==> src/tsfc_pkg.sv <==
package tsfc_pkg;

  localparam int TEMP_W     = 12;
  localparam int DUTY_W     = 7;
  localparam int PWM_W      = 8;
  localparam int MS_W       = 22;
  localparam int CONV_W     = 10;
  localparam int CFG_DATA_W = 22;
  localparam int CFG_IDX_W  = 3;

  // Ramp numerator is a temperature span times a duty span.
  localparam int PROD_W    = TEMP_W + DUTY_W;
  localparam int DIV_STEPS = PROD_W;
  localparam int DIV_CNT_W = $clog2(DIV_STEPS);

  localparam logic [CFG_IDX_W-1:0] REG_FAN_OFF_TEMP   = 3'd0;
  localparam logic [CFG_IDX_W-1:0] REG_FAN_ON_TEMP    = 3'd1;
  localparam logic [CFG_IDX_W-1:0] REG_FAN_FULL_TEMP  = 3'd2;
  localparam logic [CFG_IDX_W-1:0] REG_MIN_DUTY       = 3'd3;
  localparam logic [CFG_IDX_W-1:0] REG_THERMAL_IVL    = 3'd4;
  localparam logic [CFG_IDX_W-1:0] REG_ACTIVE_IVL     = 3'd5;
  localparam logic [CFG_IDX_W-1:0] REG_CONVERSION     = 3'd6;
  localparam logic [CFG_IDX_W-1:0] REG_SENSOR_PRESENT = 3'd7;

  localparam logic signed [TEMP_W-1:0] FAN_OFF_RESET  = 12'sd448;
  localparam logic signed [TEMP_W-1:0] FAN_ON_RESET   = 12'sd480;
  localparam logic signed [TEMP_W-1:0] FAN_FULL_RESET = 12'sd640;
  localparam logic [DUTY_W-1:0]        MIN_DUTY_RESET = 7'd10;
  localparam logic [MS_W-1:0]          THERMAL_RESET  = 22'd60000;
  localparam logic [MS_W-1:0]          ACTIVE_RESET   = 22'd5000;
  localparam logic [CONV_W-1:0]        CONV_RESET     = 10'd750;

  localparam logic [DUTY_W-1:0] FULL_DUTY = 7'd100;

  // duty*255/100 is done as duty*(255*ceil(2^19/100)) >> 19, exact for duty <= 100.
  localparam int               PWM_SHIFT  = 19;
  localparam int               PWM_PROD_W = 28;
  localparam logic [20:0]      PWM_RECIP  = 21'd1336965;

  function automatic logic [PWM_W-1:0] pwm_from_duty(input logic [DUTY_W-1:0] duty);
    logic [PWM_PROD_W-1:0] prod;
    prod = PWM_PROD_W'(duty) * PWM_PROD_W'(PWM_RECIP);
    return prod[PWM_SHIFT +: PWM_W];
  endfunction

  typedef struct packed {
    logic load;
    logic mul;
    logic div_start;
    logic commit;
  } tsfc_cmd_t;

  typedef struct packed {
    logic div_busy;
    logic out_free;
  } tsfc_stat_t;

endpackage

==> src/tsfc_tick_if.sv <==
interface tsfc_tick_if;
  logic                              valid;
  logic                              ready;
  logic                              pwr_mon_active;
  logic                              rail3_powered;
  logic                              rail3_grant;
  logic                              measure_ok;
  logic                              read_ok;
  logic signed [tsfc_pkg::TEMP_W-1:0] sample_temp;
  logic                              shifter_grant;
  logic                              rail12_grant;

  modport source (
    output valid, pwr_mon_active, rail3_powered, rail3_grant, measure_ok,
           read_ok, sample_temp, shifter_grant, rail12_grant,
    input  ready
  );
  modport sink (
    input  valid, pwr_mon_active, rail3_powered, rail3_grant, measure_ok,
           read_ok, sample_temp, shifter_grant, rail12_grant,
    output ready
  );
endinterface

==> src/tsfc_status_if.sv <==
interface tsfc_status_if;
  logic                              valid;
  logic                              ready;
  logic                              fan_on;
  logic [tsfc_pkg::DUTY_W-1:0]        fan_percent;
  logic [tsfc_pkg::PWM_W-1:0]         pwm_code;
  logic                              thermal_event;
  logic                              temp_valid;
  logic signed [tsfc_pkg::TEMP_W-1:0] case_temp;
  logic                              converting;
  logic                              start_pulse;
  logic                              sample_taken;

  modport source (
    output valid, fan_on, fan_percent, pwm_code, thermal_event, temp_valid,
           case_temp, converting, start_pulse, sample_taken,
    input  ready
  );
  modport sink (
    input  valid, fan_on, fan_percent, pwm_code, thermal_event, temp_valid,
           case_temp, converting, start_pulse, sample_taken,
    output ready
  );
endinterface

==> src/thermal_sampler_fan_controller_unit.sv <==
// Channel   Direction  Word
// --------  ---------  -------------------------------------------------------
// tick      in         one millisecond tick: grants, sensor status, sample_temp
// status    out        one word per tick: fan, duty, PWM code, sampler flags
// cfg_*     in         register write: cfg_index selects, cfg_data is the value
//
// Each tick word goes from acceptance to the taking of the next tick through the
// ramp multiply, the divider load, nineteen divide steps and a check that the
// divider has finished, the commit, and the idle state that takes the next word.
// Reset is synchronous and active high; it restores the register defaults and clears
// all sampler and fan state. The status word sits in an output register, so a new tick
// is taken while it waits; the commit of the following tick holds until it has gone.
module thermal_sampler_fan_controller_unit (
  input  logic                            clk,
  input  logic                            rst,
  tsfc_tick_if.sink                       tick,
  tsfc_status_if.source                   status,
  input  logic                            cfg_we,
  input  logic [tsfc_pkg::CFG_IDX_W-1:0]  cfg_index,
  input  logic [tsfc_pkg::CFG_DATA_W-1:0] cfg_data
);

  // Command and status between the sequencer and the datapath.
  tsfc_pkg::tsfc_cmd_t  cmd;
  tsfc_pkg::tsfc_stat_t stat;
  logic                 tick_ready;

  // The sequencer owns the tick handshake: it takes a word only when idle.
  tsfc_ctrl u_ctrl (
    .clk        (clk),
    .rst        (rst),
    .tick_valid (tick.valid),
    .tick_ready (tick_ready),
    .stat       (stat),
    .cmd        (cmd)
  );

  assign tick.ready = tick_ready;

  // The datapath holds configuration, the sampler and fan state and the
  // status output register.
  tsfc_datapath u_datapath (
    .clk       (clk),
    .rst       (rst),
    .cfg_we    (cfg_we),
    .cfg_index (cfg_index),
    .cfg_data  (cfg_data),
    .tick      (tick),
    .status    (status),
    .cmd       (cmd),
    .stat      (stat)
  );

endmodule

==> src/tsfc_div.sv <==
// Restoring divider, one quotient bit per cycle.
module tsfc_div (
  input  logic                              clk,
  input  logic                              rst,
  input  logic                              start,
  input  logic [tsfc_pkg::PROD_W-1:0]       num,
  input  logic [tsfc_pkg::TEMP_W-1:0]       den,
  output logic                              busy,
  output logic [tsfc_pkg::PROD_W-1:0]       quo
);

  logic [tsfc_pkg::TEMP_W-1:0]    rem;
  logic [tsfc_pkg::PROD_W-1:0]    shreg;
  logic [tsfc_pkg::DIV_CNT_W-1:0] count;
  logic [tsfc_pkg::TEMP_W:0]      trial;
  logic [tsfc_pkg::TEMP_W:0]      diff;
  logic                           fits;

  always_comb begin
    trial = {rem, shreg[tsfc_pkg::PROD_W-1]};
    diff  = trial - {1'b0, den};
    fits  = trial >= {1'b0, den};
  end

  always_ff @(posedge clk) begin
    if (rst) begin
      busy  <= 1'b0;
      count <= '0;
    end else if (start) begin
      busy  <= 1'b1;
      count <= '0;
      rem   <= '0;
      shreg <= num;
    end else if (busy) begin
      rem   <= fits ? diff[tsfc_pkg::TEMP_W-1:0] : trial[tsfc_pkg::TEMP_W-1:0];
      shreg <= {shreg[tsfc_pkg::PROD_W-2:0], fits};
      if (count == tsfc_pkg::DIV_CNT_W'(tsfc_pkg::DIV_STEPS - 1)) begin
        busy <= 1'b0;
      end else begin
        count <= count + 1'b1;
      end
    end
  end

  assign quo = shreg;

endmodule

==> src/tsfc_ctrl.sv <==
// Sequencer: accept a tick, form the ramp product, divide, then commit.
module tsfc_ctrl (
  input  logic                 clk,
  input  logic                 rst,
  input  logic                 tick_valid,
  output logic                 tick_ready,
  input  tsfc_pkg::tsfc_stat_t stat,
  output tsfc_pkg::tsfc_cmd_t  cmd
);

  typedef enum logic [2:0] {
    S_IDLE,
    S_MUL,
    S_START,
    S_DIV,
    S_COMMIT
  } state_t;

  state_t state;

  always_ff @(posedge clk) begin
    if (rst) begin
      state <= S_IDLE;
    end else begin
      case (state)
        S_IDLE: begin
          if (tick_valid) state <= S_MUL;
        end
        S_MUL:   state <= S_START;
        S_START: state <= S_DIV;
        S_DIV: begin
          if (!stat.div_busy) state <= S_COMMIT;
        end
        S_COMMIT: begin
          if (stat.out_free) state <= S_IDLE;
        end
        default: state <= S_IDLE;
      endcase
    end
  end

  always_comb begin
    tick_ready    = (state == S_IDLE);
    cmd.load      = (state == S_IDLE) && tick_valid;
    cmd.mul       = (state == S_MUL);
    cmd.div_start = (state == S_START);
    cmd.commit    = (state == S_COMMIT) && stat.out_free;
  end

endmodule

==> src/tsfc_datapath.sv <==
// Configuration, sampler and fan state, ramp arithmetic and the result register.
module tsfc_datapath (
  input  logic                                   clk,
  input  logic                                   rst,
  input  logic                                   cfg_we,
  input  logic [tsfc_pkg::CFG_IDX_W-1:0]         cfg_index,
  input  logic [tsfc_pkg::CFG_DATA_W-1:0]        cfg_data,
  tsfc_tick_if.sink                              tick,
  tsfc_status_if.source                          status,
  input  tsfc_pkg::tsfc_cmd_t                    cmd,
  output tsfc_pkg::tsfc_stat_t                   stat
);

  localparam int TW = tsfc_pkg::TEMP_W;
  localparam int DW = tsfc_pkg::DUTY_W;
  localparam int MW = tsfc_pkg::MS_W;
  localparam int CW = tsfc_pkg::CONV_W;

  // Configuration registers.
  logic signed [TW-1:0] fan_off_temp, fan_on_temp, fan_full_temp;
  logic [DW-1:0]        min_duty_percent;
  logic [MW-1:0]        thermal_interval_ms, active_interval_ms;
  logic [CW-1:0]        conversion_ms;
  logic                 sensor_present;

  // Latched tick word.
  logic                 lat_mon, lat_r3pow, lat_r3grant, lat_meas_ok, lat_rd_ok;
  logic                 lat_sh, lat_r12;
  logic signed [TW-1:0] lat_temp;

  // Sampler and fan state.
  logic                 conv_state, fan_running, thermal_mode, valid_flag;
  logic [MW-1:0]        ms_since_sample;
  logic [CW-1:0]        ms_in_conversion;
  logic signed [TW-1:0] stored_temp;
  logic [DW-1:0]        duty_now;

  logic                 conv_state_next, fan_running_next, thermal_mode_next;
  logic                 valid_flag_next;
  logic [MW-1:0]        ms_since_sample_next;
  logic [CW-1:0]        ms_in_conversion_next;
  logic signed [TW-1:0] stored_temp_next;
  logic [DW-1:0]        duty_now_next;
  logic                 started, taken;

  // Ramp arithmetic.
  logic [DW-1:0]             duty_min, duty_span, ramp_duty;
  logic signed [TW:0]        temp_rise, temp_span;
  logic [tsfc_pkg::PROD_W-1:0] prod_q;
  logic [TW-1:0]             den_q;
  logic [tsfc_pkg::PROD_W-1:0] quo;
  logic                      div_busy;
  logic                      due, run;

  logic out_valid;

  always_ff @(posedge clk) begin
    if (rst) begin
      fan_off_temp        <= tsfc_pkg::FAN_OFF_RESET;
      fan_on_temp         <= tsfc_pkg::FAN_ON_RESET;
      fan_full_temp       <= tsfc_pkg::FAN_FULL_RESET;
      min_duty_percent    <= tsfc_pkg::MIN_DUTY_RESET;
      thermal_interval_ms <= tsfc_pkg::THERMAL_RESET;
      active_interval_ms  <= tsfc_pkg::ACTIVE_RESET;
      conversion_ms       <= tsfc_pkg::CONV_RESET;
      sensor_present      <= 1'b0;
    end else if (cfg_we) begin
      case (cfg_index)
        tsfc_pkg::REG_FAN_OFF_TEMP:   fan_off_temp        <= cfg_data[TW-1:0];
        tsfc_pkg::REG_FAN_ON_TEMP:    fan_on_temp         <= cfg_data[TW-1:0];
        tsfc_pkg::REG_FAN_FULL_TEMP:  fan_full_temp       <= cfg_data[TW-1:0];
        tsfc_pkg::REG_MIN_DUTY:       min_duty_percent    <= cfg_data[DW-1:0];
        tsfc_pkg::REG_THERMAL_IVL:    thermal_interval_ms <= cfg_data[MW-1:0];
        tsfc_pkg::REG_ACTIVE_IVL:     active_interval_ms  <= cfg_data[MW-1:0];
        tsfc_pkg::REG_CONVERSION:     conversion_ms       <= cfg_data[CW-1:0];
        tsfc_pkg::REG_SENSOR_PRESENT: sensor_present      <= cfg_data[0];
        default: ;
      endcase
    end
  end

  always_ff @(posedge clk) begin
    if (cmd.load) begin
      lat_mon     <= tick.pwr_mon_active;
      lat_r3pow   <= tick.rail3_powered;
      lat_r3grant <= tick.rail3_grant;
      lat_meas_ok <= tick.measure_ok;
      lat_rd_ok   <= tick.read_ok;
      lat_temp    <= tick.sample_temp;
      lat_sh      <= tick.shifter_grant;
      lat_r12     <= tick.rail12_grant;
    end
  end

  // Only the case fan_on_temp < t < fan_full_temp uses the quotient; then both
  // spans are positive and fit in TW unsigned bits.
  always_comb begin
    duty_min  = (min_duty_percent > tsfc_pkg::FULL_DUTY) ? tsfc_pkg::FULL_DUTY
                                                        : min_duty_percent;
    duty_span = tsfc_pkg::FULL_DUTY - duty_min;
    temp_rise = (TW+1)'(lat_temp) - (TW+1)'(fan_on_temp);
    temp_span = (TW+1)'(fan_full_temp) - (TW+1)'(fan_on_temp);
  end

  always_ff @(posedge clk) begin
    if (cmd.mul) begin
      prod_q <= tsfc_pkg::PROD_W'(temp_rise[TW-1:0]) * tsfc_pkg::PROD_W'(duty_span);
      den_q  <= temp_span[TW-1:0];
    end
  end

  tsfc_div u_div (
    .clk   (clk),
    .rst   (rst),
    .start (cmd.div_start),
    .num   (prod_q),
    .den   (den_q),
    .busy  (div_busy),
    .quo   (quo)
  );

  always_comb begin
    if (lat_temp >= fan_full_temp) begin
      ramp_duty = tsfc_pkg::FULL_DUTY;
    end else if (lat_temp <= fan_on_temp) begin
      ramp_duty = duty_min;
    end else begin
      ramp_duty = duty_min + quo[DW-1:0];
    end
  end

  // One tick of the sampler and fan control.
  always_comb begin
    ms_since_sample_next  = (&ms_since_sample) ? ms_since_sample
                                               : ms_since_sample + 1'b1;
    ms_in_conversion_next = (&ms_in_conversion) ? ms_in_conversion
                                                : ms_in_conversion + 1'b1;
    conv_state_next   = conv_state;
    fan_running_next  = fan_running;
    thermal_mode_next = thermal_mode;
    valid_flag_next   = valid_flag;
    stored_temp_next  = stored_temp;
    duty_now_next     = duty_now;
    started           = 1'b0;
    taken             = 1'b0;

    if (thermal_mode) begin
      due = ms_since_sample_next >= thermal_interval_ms;
    end else if (lat_mon) begin
      due = ms_since_sample_next >= active_interval_ms;
    end else begin
      due = lat_r3pow;
    end
    run = fan_running ? (lat_temp >= fan_off_temp) : (lat_temp >= fan_on_temp);

    if (sensor_present) begin
      if (!conv_state) begin
        if (due) begin
          if (lat_r3grant && lat_meas_ok) begin
            conv_state_next       = 1'b1;
            ms_in_conversion_next = '0;
            started               = 1'b1;
          end else begin
            valid_flag_next = 1'b0;
          end
        end
      end else if (ms_in_conversion_next >= conversion_ms) begin
        if (lat_rd_ok) begin
          stored_temp_next     = lat_temp;
          valid_flag_next      = 1'b1;
          ms_since_sample_next = '0;
          taken                = 1'b1;
          if (run) begin
            if (fan_running) begin
              duty_now_next = ramp_duty;
            end else if (lat_sh && lat_r12) begin
              fan_running_next  = 1'b1;
              thermal_mode_next = 1'b1;
              duty_now_next     = ramp_duty;
            end
          end else if (fan_running) begin
            // Falling out of the run band while running means below the off threshold.
            duty_now_next     = '0;
            fan_running_next  = 1'b0;
            thermal_mode_next = 1'b0;
          end
        end else begin
          valid_flag_next = 1'b0;
        end
        conv_state_next = 1'b0;
      end
    end
  end

  always_ff @(posedge clk) begin
    if (rst) begin
      conv_state       <= 1'b0;
      fan_running      <= 1'b0;
      thermal_mode     <= 1'b0;
      valid_flag       <= 1'b0;
      ms_since_sample  <= '0;
      ms_in_conversion <= '0;
      stored_temp      <= '0;
      duty_now         <= '0;
    end else if (cmd.commit) begin
      conv_state       <= conv_state_next;
      fan_running      <= fan_running_next;
      thermal_mode     <= thermal_mode_next;
      valid_flag       <= valid_flag_next;
      ms_since_sample  <= ms_since_sample_next;
      ms_in_conversion <= ms_in_conversion_next;
      stored_temp      <= stored_temp_next;
      duty_now         <= duty_now_next;
    end
  end

  // Result register.
  always_ff @(posedge clk) begin
    if (rst) begin
      out_valid <= 1'b0;
    end else if (cmd.commit) begin
      out_valid <= 1'b1;
    end else if (status.ready) begin
      out_valid <= 1'b0;
    end
  end

  always_ff @(posedge clk) begin
    if (cmd.commit) begin
      status.fan_on        <= fan_running_next;
      status.fan_percent   <= duty_now_next;
      status.pwm_code      <= tsfc_pkg::pwm_from_duty(duty_now_next);
      status.thermal_event <= thermal_mode_next;
      status.temp_valid    <= valid_flag_next;
      status.case_temp     <= stored_temp_next;
      status.converting    <= conv_state_next;
      status.start_pulse   <= started;
      status.sample_taken  <= taken;
    end
  end

  assign status.valid = out_valid;
  assign stat         = '{div_busy: div_busy, out_free: (!out_valid || status.ready)};

endmodule

==> src/flat_wrapper.sv <==
// flat-port wrapper written by rule: the top's interface ports become plain ports
module thermal_sampler_fan_controller_unit_flat 
  (clk, rst, cfg_we, cfg_index, cfg_data, tick_valid, tick_pwr_mon_active, tick_rail3_powered, tick_rail3_grant, tick_measure_ok, tick_read_ok, tick_sample_temp, tick_shifter_grant, tick_rail12_grant, tick_ready, status_valid, status_fan_on, status_fan_percent, status_pwm_code, status_thermal_event, status_temp_valid, status_case_temp, status_converting, status_start_pulse, status_sample_taken, status_ready);
  tsfc_tick_if tick_i ();
  tsfc_status_if status_i ();
  input  logic clk;
  input  logic rst;
  input  logic cfg_we;
  input  logic [tsfc_pkg::CFG_IDX_W-1:0] cfg_index;
  input  logic [tsfc_pkg::CFG_DATA_W-1:0] cfg_data;
  input wire logic [$bits(tick_i.valid)-1:0] tick_valid;
  input wire logic [$bits(tick_i.pwr_mon_active)-1:0] tick_pwr_mon_active;
  input wire logic [$bits(tick_i.rail3_powered)-1:0] tick_rail3_powered;
  input wire logic [$bits(tick_i.rail3_grant)-1:0] tick_rail3_grant;
  input wire logic [$bits(tick_i.measure_ok)-1:0] tick_measure_ok;
  input wire logic [$bits(tick_i.read_ok)-1:0] tick_read_ok;
  input wire logic [$bits(tick_i.sample_temp)-1:0] tick_sample_temp;
  input wire logic [$bits(tick_i.shifter_grant)-1:0] tick_shifter_grant;
  input wire logic [$bits(tick_i.rail12_grant)-1:0] tick_rail12_grant;
  output wire logic [$bits(tick_i.ready)-1:0] tick_ready;
  output wire logic [$bits(status_i.valid)-1:0] status_valid;
  output wire logic [$bits(status_i.fan_on)-1:0] status_fan_on;
  output wire logic [$bits(status_i.fan_percent)-1:0] status_fan_percent;
  output wire logic [$bits(status_i.pwm_code)-1:0] status_pwm_code;
  output wire logic [$bits(status_i.thermal_event)-1:0] status_thermal_event;
  output wire logic [$bits(status_i.temp_valid)-1:0] status_temp_valid;
  output wire logic [$bits(status_i.case_temp)-1:0] status_case_temp;
  output wire logic [$bits(status_i.converting)-1:0] status_converting;
  output wire logic [$bits(status_i.start_pulse)-1:0] status_start_pulse;
  output wire logic [$bits(status_i.sample_taken)-1:0] status_sample_taken;
  input wire logic [$bits(status_i.ready)-1:0] status_ready;
  assign tick_i.valid = tick_valid;
  assign tick_i.pwr_mon_active = tick_pwr_mon_active;
  assign tick_i.rail3_powered = tick_rail3_powered;
  assign tick_i.rail3_grant = tick_rail3_grant;
  assign tick_i.measure_ok = tick_measure_ok;
  assign tick_i.read_ok = tick_read_ok;
  assign tick_i.sample_temp = tick_sample_temp;
  assign tick_i.shifter_grant = tick_shifter_grant;
  assign tick_i.rail12_grant = tick_rail12_grant;
  assign tick_ready = tick_i.ready;
  assign status_valid = status_i.valid;
  assign status_fan_on = status_i.fan_on;
  assign status_fan_percent = status_i.fan_percent;
  assign status_pwm_code = status_i.pwm_code;
  assign status_thermal_event = status_i.thermal_event;
  assign status_temp_valid = status_i.temp_valid;
  assign status_case_temp = status_i.case_temp;
  assign status_converting = status_i.converting;
  assign status_start_pulse = status_i.start_pulse;
  assign status_sample_taken = status_i.sample_taken;
  assign status_i.ready = status_ready;
  thermal_sampler_fan_controller_unit u_core (.clk(clk), .rst(rst), .tick(tick_i), .status(status_i), .cfg_we(cfg_we), .cfg_index(cfg_index), .cfg_data(cfg_data));
endmodule
==> config.mk <==
export PLATFORM = sky130hd
export DESIGN_NAME = thermal_sampler_fan_controller_unit_flat
export DESIGN_NICKNAME = d
export VERILOG_FILES = /design/src/tsfc_pkg.sv /design/src/tsfc_tick_if.sv /design/src/tsfc_status_if.sv /design/src/thermal_sampler_fan_controller_unit.sv /design/src/tsfc_div.sv /design/src/tsfc_ctrl.sv /design/src/tsfc_datapath.sv /design/src/flat_wrapper.sv
export SDC_FILE = /design/constraint.sdc
export NUM_CORES = 1
export LEC_CHECK = 0
export BUFFER_PORTS_ARGS = -buffer_cell sky130_fd_sc_hd__clkbuf_2
export CORE_MARGIN = 1
export CORE_UTILIZATION = 50
export CTS_CLUSTER_DIAMETER = 30
export DETAILED_ROUTE_END_ITERATION = 8
export PLACE_DENSITY = 0.74
export SLEW_MARGIN = 15
export SYNTH_ARGS = -nofsm -noshare
export SYNTH_HDL_FRONTEND = slang
export SYNTH_SLANG_ARGS = --single-unit
==> constraint.sdc <==
create_clock -name clk -period 24.1 [get_ports clk]
set_input_delay 1.205 -clock clk [delete_from_list [all_inputs] [get_ports clk]]
set_output_delay 1.205 -clock clk [all_outputs]
set_load 0.03 [all_outputs]
# Yosys cells after proc, flatten, opt, wreduce, memory -nomap -nowiden
# Cells that the tools add are included.
# W data, S select, Z words.
classes:
  addsub: 8
  n_mul: 2
  magnitude_cmp: 9
  n_eq_ne: 15
  mux: 67
  bitwise: 3
  reduce_logical: 26
ops:
  columns: ["cell", "n"]
  rows:
  - ["$mux W22", 5]
  - ["$mux W7", 11]
  - ["$mux W12", 6]
  - ["$mux W10", 5]
  - ["$ge A22 B22 Y1", 2]
  - ["$mux W19", 2]
  - ["$ge A12 B12 Y1", 3]
  - ["$sub A12 B12 Y12", 3]
  - ["$mux W1", 34]
  - ["$mul A7 B21 Y27 const B", 1]
  - ["$add A22 B1 Y22 const B", 1]
  - ["$reduce_and A22 Y1", 1]
  - ["$reduce_and A2 Y1", 10]
  - ["$mul A12 B7 Y19", 1]
  - ["$eq A3 B3 Y1 const B", 5]
  - ["$pmux W3 S5", 1]
  - ["$ge A13 B12 Y1", 1]
  - ["$eq A3 B2 Y1 const B", 4]
  - ["$le A12 B12 Y1", 1]
  - ["$add A10 B1 Y10 const B", 1]
  - ["$ge A10 B10 Y1", 1]
  - ["$reduce_and A10 Y1", 1]
  - ["$mux W3", 3]
  - ["$add A7 B7 Y7", 1]
  - ["other kinds (14)", 26]
totals:
  regBits: 277
  output_inout_bits: 35

# Logic depth before layout (Yosys ltp)
# Gate-level depths: netlist of the first run.
logic_depth:
  word_depth: 13
  ltp_mapped: 31
  mapped_depth_nobuf: 31

# Worst setup path after synthesis of the first run
# OpenSTA, ideal clock, no wires.
synth_timing:
  kind: "reg-to-reg"
  from: "register u_core.u_datapath.ms_in_conversion[0]"
  to: "register u_core.u_datapath.status.pwm_code[5], data pin"
  setup_time_ns: 0.260
  t_arrival_ns: 7.559
  required_ns: 23.840
  setup_slack_ns: 16.281
  path_stages_with_launch: 31
  cell_sequence: "dfxtp_1 -> ha_1 -> nand3_1 -> nor3_1 -> or3b_2 -> xnor2_1 -> ha_1 -> o21a_1 -> o21ai_0 -> a21oi_1 -> nand4_1 -> or3_4 -> or3_1 -> o22ai_1 -> ha_1 -> fa_1 -> ha_1 -> inv_1 -> fa_1 -> inv_1 -> ha_1 -> a21o_1 -> a21o_1 -> a221o_1 -> a221oi_1 -> nand2_1 -> a221o_1 -> a21o_1 -> a221oi_2 -> o21bai_2 -> xor2_1"
synth_via:
  elab_chain_cells: 7
  elab_cells_between_ends: 8
synth_lines:
  columns: ["element", "line_no", "rtl"]
  rows:
  - ["start, declared", "tsfc_datapath.sv:34", "logic [CW-1:0] ms_in_conversion;"]
  - ["start signal, assigned", "tsfc_datapath.sv:211", "ms_in_conversion <= ms_in_conversion_next;"]
  - ["$add A10 B1 Y10 / $reduce_and A10 Y1 (equally long branches)", "tsfc_datapath.sv:137, tsfc_datapath.sv:136", null]
  - ["$mux W10 *", "tsfc_datapath.sv:136", "ms_in_conversion_next = (&ms_in_conversion) ? ms_in_conversion"]
  - ["$ge A10 B10 Y1 *", "tsfc_datapath.sv:167", "end else if (ms_in_conversion_next >= conversion_ms) begin"]
  - ["$mux W7 *", "tsfc_datapath.sv:167", null]
  - ["$mux W7 *", "tsfc_datapath.sv:157", "if (!conv_state) begin"]
  - ["$mux W7 *", "tsfc_datapath.sv:156", "if (sensor_present) begin"]
  - ["named net u_core.u_datapath.duty_now_next[4]", "tsfc_datapath.sv:43", "logic [DW-1:0] duty_now_next;"]
  - ["$mul A7 B21 Y27 *", "tsfc_pkg.sv:42", "prod = PWM_PROD_W'(duty) * PWM_PROD_W'(PWM_RECIP);"]
  - ["end signal, assigned", "tsfc_datapath.sv:232", "status.pwm_code <= tsfc_pkg::pwm_from_duty(duty_now_next);"]
  - ["end, declared", "tsfc_status_if.sv:15", "output valid, fan_on, fan_percent, pwm_code, thermal_event, temp_valid,"]
# Mark *: on every way through the listed nets, which the timed path passes. The rest lies on a longest branch.
# A chain may end at the register's enable or synchronous reset.

# Worst setup path in the final report of the first run
# Ends and elaborated chain as after synthesis.

==> results of run 1 <==
[flip-flops by register name, indices dropped and copies added, names as in the netlist, 19 cells and up]
name / count
u_core.u_datapath.ms_since_sample: 22
u_core.u_datapath.prod_q: 19
u_core.u_datapath.thermal_interval_ms: 22
u_core.u_datapath.u_div.quo: 19
u_core.u_datapath.active_interval_ms: 22
[worst max-delay path: cells and delay by family, from the launching register on]
family | cells | cell delay, ns
flip-flops | 1 | 0.35
AO/OA/AOI/OAI | 12 | 3.03
adder cells (fa/ha/maj) | 7 | 2.54
XOR/XNOR | 2 | 0.32
AND/OR/NAND/NOR | 7 | 2.40
buffers and inverters | 2 | 0.09
[metal layers]
metal	GRT usage (%)	vias to the layer above
li1	-	7387
met1	29.8	7274
met2	42.7	409
met3	3.76	96
met4	9.35	0
met5	0	-
[stage by stage]
stage / worst slack, ns / hold slack, ns / area [um2]
floorplan: 16.28 / 0.432 / 18800
global placement: 15.39 / 0.439 / 19600
detailed placement: 15.22 / 0.448 / 19600
CTS: 15.14 / 0.454 / 22000
global route: 14.63 / 0.467 / 22000
finish: 15.07 / 0.453 / 22000
[worst paths after layout]
kind         slack (ns)  cells past startpoint                                                   from                                                     to
max               15.07                     30     u_core.u_datapath.ms_in_conversion[0]$_SDFFE_PP0P_         u_core.u_datapath.status.pwm_code[5]$_DFFE_PP_
min                0.45                      2  u_core.u_datapath.thermal_interval_ms[7]$_SDFFE_PP0P_  u_core.u_datapath.thermal_interval_ms[7]$_SDFFE_PP0P_
min reg2reg        0.45                      2  u_core.u_datapath.thermal_interval_ms[7]$_SDFFE_PP0P_  u_core.u_datapath.thermal_interval_ms[7]$_SDFFE_PP0P_
max reg2reg       15.07                     30     u_core.u_datapath.ms_in_conversion[0]$_SDFFE_PP0P_         u_core.u_datapath.status.pwm_code[5]$_DFFE_PP_
[report_power, final]
| group | switching [mW] | internal (mW) |
|---|---|---|
| logic | 0.337 | 0.273 |
| clock network | 0.288 | 0.666 |
| registers | 0.0141 | 0.554 |
| total | 0.640 | 1.49 |
[layout make-up]
class	instances	area [um2]	area share [%]
Antenna cell	1	2.50	0.0114
Tap cell	468	586	2.66
Clock buffer	79	1810	8.20
Multi-Input combinational cell	1531	11100	50.2
Timing Repair Buffer	94	500	2.27
Sequential cell	277	6690	30.3
Inverter	209	785	3.56
Clock inverter	42	612	2.78
[kinds of logic (layout without fill, tap and decap cells)]
group | Yosys count | after routing | share of synthesized area (%)
mux | 33 | 33 | 1.89
fa+ha+maj | 284 | 284 | 21.6
buf+inv | 279 | 424 | 5.58
compound gates | 377 | 377 | 13.1
flops | 277 | 277 | 35.6
xor+xnor | 80 | 80 | 3.73
other cells | 0 | 1 | 0
simple gates | 757 | 757 | 18.5
[synthesized netlist by cell type, drive strengths merged (4+ instances only)]
master  instances
a221oi          4
o22ai           4
nor2          151
o31ai           4
nand2b         18
a31oi           9
o21ai          55
nor2b          24
nand4          25
nor3           36
fa             66
mux2i          17
a211oi         15
edfxtp        114
xor2           28
o21a            9
a211o          25
nand3          48
dfxtp         163
ha            218
or3            19
a32o           10
a21o           29
clkbuf         67
and3           25
xnor2          52
mux2           16
or2             8
a22oi          11
and2           29
o21bai          5
nor3b          11
nand3b         14
o211ai          5
a21oi         154
a21boi         10
inv           209
nand2         340
[cells in the final DEF, fill, tap and decap left out, drive strengths merged, types with 17 or more instances in the layout]
master  Yosys  final
a211o      25     25
a21o       29     29
a21oi     154    154
and2       29     29
and3       25     25
clkbuf     67    161
dfxtp     163    163
edfxtp    114    114
fa         66     66
ha        218    218
inv       209    212
mux2i      17     17
nand2     340    340
nand2b     18     18
nand3      48     48
nand4      25     25
nor2      151    151
nor2b      24     24
nor3       36     36
o21ai      55     55
or3        19     19
xnor2      52     52
xor2       28     28
==> flow_summary.yaml, run 1 <==
critical_path:
  cp.required_ns: 24.39
  cpMostUsedCell: "ha_1"
  critPathMaxFanout: 8
  cp-start-kind: "flip-flop"
  crit_slowest_cell: "or3_4"
  critPathArrivalTime_ns: 9.32
  slowest_delay_ns: 0.59
  endpoint_kind: "flip-flop"
  path_class: "flip-flop to flip-flop"
clock_network:
  clock-root-buffer: "clkbuf_16"
  htree_levels: 3
  path_clk_slew_ns: 0.04
  cts_hold_buf: 0
  clk_path_buf_depth: 3
  cts_tree: "yes"
  post_cts_buffers: 0
  clock_latency_ns: 0.57
  cts_resized: 0
  cts-buffers-inserted: 66
  clock_sink_count: 277
synthesis:
  yosys_warnings: 0
  netlist_instances: 2087
  synthDistinctLibCells: 80
  synth_top_area_share_pct: 18.2
  ys.flop_type: "dfxtp_1"
  synth_fp_nets: 2420
  async_flop_share_pct: 0
  synth_edf_count: 114
  synth.avg_cell_area_um2: 8.99
  synth_top_cell_by_area: "edfxtp_1"
  syn_area_mm2: 0.0188
  synth_area_leaders: "edfxtp_1 18%, dfxtp_1 17%, ha_1 15%, fa_1 7.0%, nand2_1 6.8%"
  ys_ff_latch: 277
  synth_seq_area_share_pct: 35.6
grt:
  grt_max_degree: 62
  grt_pass1_wl_um: 74900
  grt-ovfl-total: 0
  grt_pass1_vias: 15200
  grtUsageTotal_pct: 24.2
  antenna_found_initial: 2
sta:
  fin_crit_ns: 9.03
  setup_viol: 0
  hold_viol: 0
  finalClockSkew_ns: 0.0332
  worst_pin_slew_ns: 1.08
  slew_violations: 0
  setup_tns_ns: 0
  fmax_mhz: 111
  relSlewSlack_pct: 28.0
  finalCritPeriodShare_pct: 37.5
  rsz0062_at_grt: "false"
power:
  ir_drop_v: 0.0000755
  total_power_mw: 2.13
  p_leak_nw: 10.0
  p_per_area_mw_per_mm2: 96.8
detailed_routing:
  avgViaCountPerCell: 5.61
  routed.top_layer: "met4"
  drt_wl_total_um: 46000
  post_drt_wl_per_cell_um: 17.0
  drc: 0
  wl_met3_um: 1970
  wl_met2_um: 22700
  vias: 15200
  route.layer.met1.wl_um: 19900
  dr.first_iter.drc_count: 1097
  dr.pass1.iters: 5
  ant_nets: 0
place:
  gp_congestion: 0.903
  hpwl_um: 33200
  dp_cells: 2579
  io_buffers: 83
layout:
  drive_above_1_share_pct: 11.1
  syn2layout_area_growth_pct: 17.4
  fill_cells: 3067
  final_cell_count_no_fill: 2701
  utilization_pct: 59.9
  finalNetCount: 2512
floorplan:
  core_mm2: 0.0368
  die_w_um: 196
  start_util_pct: 51.0
  io_pins: 84
  rows: 70
  die_h_um: 196
  die_area_mm2: 0.0383
job:
  drv_cap: 0
outcome:
  outcome: "completed"
min_path:
  min_path_type: "flip-flop to flip-flop"
(Power assumes the default switching activity.)
==> inputs of run 2 (changes only) <==
==> constraint.sdc (replaced) <==
create_clock -name clk -period 8.6 [get_ports clk]
set_input_delay 0.43 -clock clk [delete_from_list [all_inputs] [get_ports clk]]
set_output_delay 0.43 -clock clk [all_outputs]
set_load 0.03 [all_outputs]
==> run 2 against run 1 <==
Net effect: die area unchanged; non-clock buffer count is 7 higher; clock power grew to 2.7 times the previous value; sequential power increased to 2.8 times the previous value; setup slack got worse by 15 ns; clock skew down 0.0034 ns; critical path depth increased by 1.
==> flow_summary.yaml, run 2 (synthesized netlist as in run 1, its figures left out) <==
clock_network:
  cts-buffers-inserted: 67
  path_clk_slew_ns: 0.04
  clock-root-buffer: "clkbuf_16"
  clock_latency_ns: 0.58
  clk_path_buf_depth: 3
  cts_hold_buf: 0
  clock_sink_count: 277
  htree_levels: 3
  cts_tree: "yes"
critical_path:
  cp-start-kind: "flip-flop"
  cp.required_ns: 8.92
  endpoint_kind: "flip-flop"
  r2r-start: "u_core.u_datapath.ms_in_conversion[0]$_SDFFE_PP0P_"
  path_class: "flip-flop to flip-flop"
  slowest_delay_ns: 0.49
  critPathMaxFanout: 6
  crit_slowest_cell: "fa_1"
  critPathArrivalTime_ns: 8.47
  cp-startpoint: "u_core.u_datapath.ms_in_conversion[0]$_SDFFE_PP0P_"
  cpMostUsedCell: "ha_1"
layout:
  syn2layout_area_growth_pct: 17.5
  stdcell_area_mm2: 0.0221
  finalNetCount: 2520
  drive_above_1_share_pct: 11.2
  top_regs: "u_core.u_datapath.active_interval_ms (22), u_core.u_datapath.ms_since_sample (22), u_core.u_datapath.thermal_interval_ms (22)"
  multi_input_area_mm2: 0.0111
  fill_cells: 3079
  layout_common_cells: "340 x nand2_1, 218 x ha_1, 207 x inv_1"
  antenna_cells: 0
  final_cell_count_no_fill: 2709
  seq_area_mm2: 0.00669
  layout_commonest_cell: "nand2_1"
min_path:
  min_path_type: "input port to flip-flop"
  worstHoldStart: "tick_shifter_grant"
grt:
  grt_pass1_wl_um: 75600
  grt-ovfl-total: 0
  grt.busiest_layer: "met2"
  grtUsageMet2_pct: 42.4
  use_met1_pct: 30.7
  grt_pass1_vias: 15200
  grtUsageTotal_pct: 24.5
  antenna_found_initial: 2
  grt_max_degree: 94
  groute.layer.met3.usage_pct: 4.69
place:
  gp_congestion: 0.938
  io_buffers: 83
  place_area_mm2: 0.0197
  dp_cells: 2585
  post-place-ws_ns: 0.172
  hpwl_um: 33800
detailed_routing:
  vias: 15200
  post_drt_wl_per_cell_um: 17.2
  avgViaCountPerCell: 5.63
  ant_nets: 0
  dr.pass1.iters: 5
  drc: 0
  drt_wl_total_um: 46600
  dr.first_iter.drc_count: 967
sta:
  relSlewSlack_pct: 25.7
  hold_viol: 0
  worst_pin_slew_ns: 1.11
  setup_slack_ns: 0.449
  setup_tns_ns: 0
  fmax_mhz: 123
  slew_violations: 0
  setup_viol: 0
  rsz0062_at_grt: "false"
  fin_crit_ns: 8.15
  holdWs_ns: 0.0261
  finalClockSkew_ns: 0.0298
  finalCritPeriodShare_pct: 94.8
job:
  drv_cap: 0
floorplan:
  die_w_um: 196
  core_mm2: 0.0368
  io_pins: 84
  rows: 70
  die_h_um: 196
  start_util_pct: 51.0
  die_area_mm2: 0.0383
power:
  p_per_area_mw_per_mm2: 268
  ir_drop_v: 0.000223
  p_leak_nw: 10.0
outcome:
  outcome: "completed"
run 2: timing repair:
| action | 4_1_cts | 5_1_grt |
|---|---|---|
| resized for setup | 0 | 3 |
| setup buffers | 0 | 1 |
| setup endpoints to repair | 0 | 4 |
run 2: through the flow:
| step | utilization (%) | power [mW] |
|---|---|---|
| floorplan | - | 2.97 |
| global placement | 53.4 | 3.26 |
| detailed placement | 53.4 | 3.31 |
| CTS | 59.9 | 5.95 |
| global route | 60.0 | 6.28 |
| finish | 60.0 | 5.91 |
run 2: layer usage:
| metal | part of all wire [%] | vias up | wire length (um) |
|---|---|---|---|
| met5 | 0 | - | 0 |
| met4 | 2.6 | 0 | 1230 |
| met3 | 5.3 | 92 | 2500 |
| met2 | 49 | 408 | 22700 |
| met1 | 43 | 7354 | 20200 |
| li1 | - | 7395 | - |
run 2: layout make-up:
type                       count  share of cell area, %
multi-input combinational   1531                   50.2
sequential                   277                   30.3
clock buffer                  91                   8.85
inverter                     209                   3.56
tap                          468                   2.65
timing repair buffer         101                   2.51
clock inverter                32                   1.91
run 2: power breakdown:
part           internal, mW  switching, mW
sequential             1.55         0.0394
clock                  1.80          0.802
combinational         0.766          0.951
run 2: worst paths after layout:
path	endpoint	slack (ns)	depth (start not counted)
min reg2reg	u_core.u_datapath.active_interval_ms[17]$_SDFFE_PP0P_	0.45	2
max	u_core.u_datapath.status.pwm_code[5]$_DFFE_PP_	0.45	31
max reg2reg	u_core.u_datapath.status.pwm_code[5]$_DFFE_PP_	0.45	31
min	u_core.u_datapath.lat_sh$_DFFE_PP_	0.03	1
run 2: worst max-delay path, delay by kind of cell (launching register included):
family / cells / cell delay (ns)
AOI/OAI and AO/OA: 12 / 2.60
and+or+nand+nor: 7 / 1.87
DFF: 1 / 0.35
adders and majority gates: 7 / 2.46
xor gates and xnor gates: 2 / 0.32
buffers and inverters: 3 / 0.28
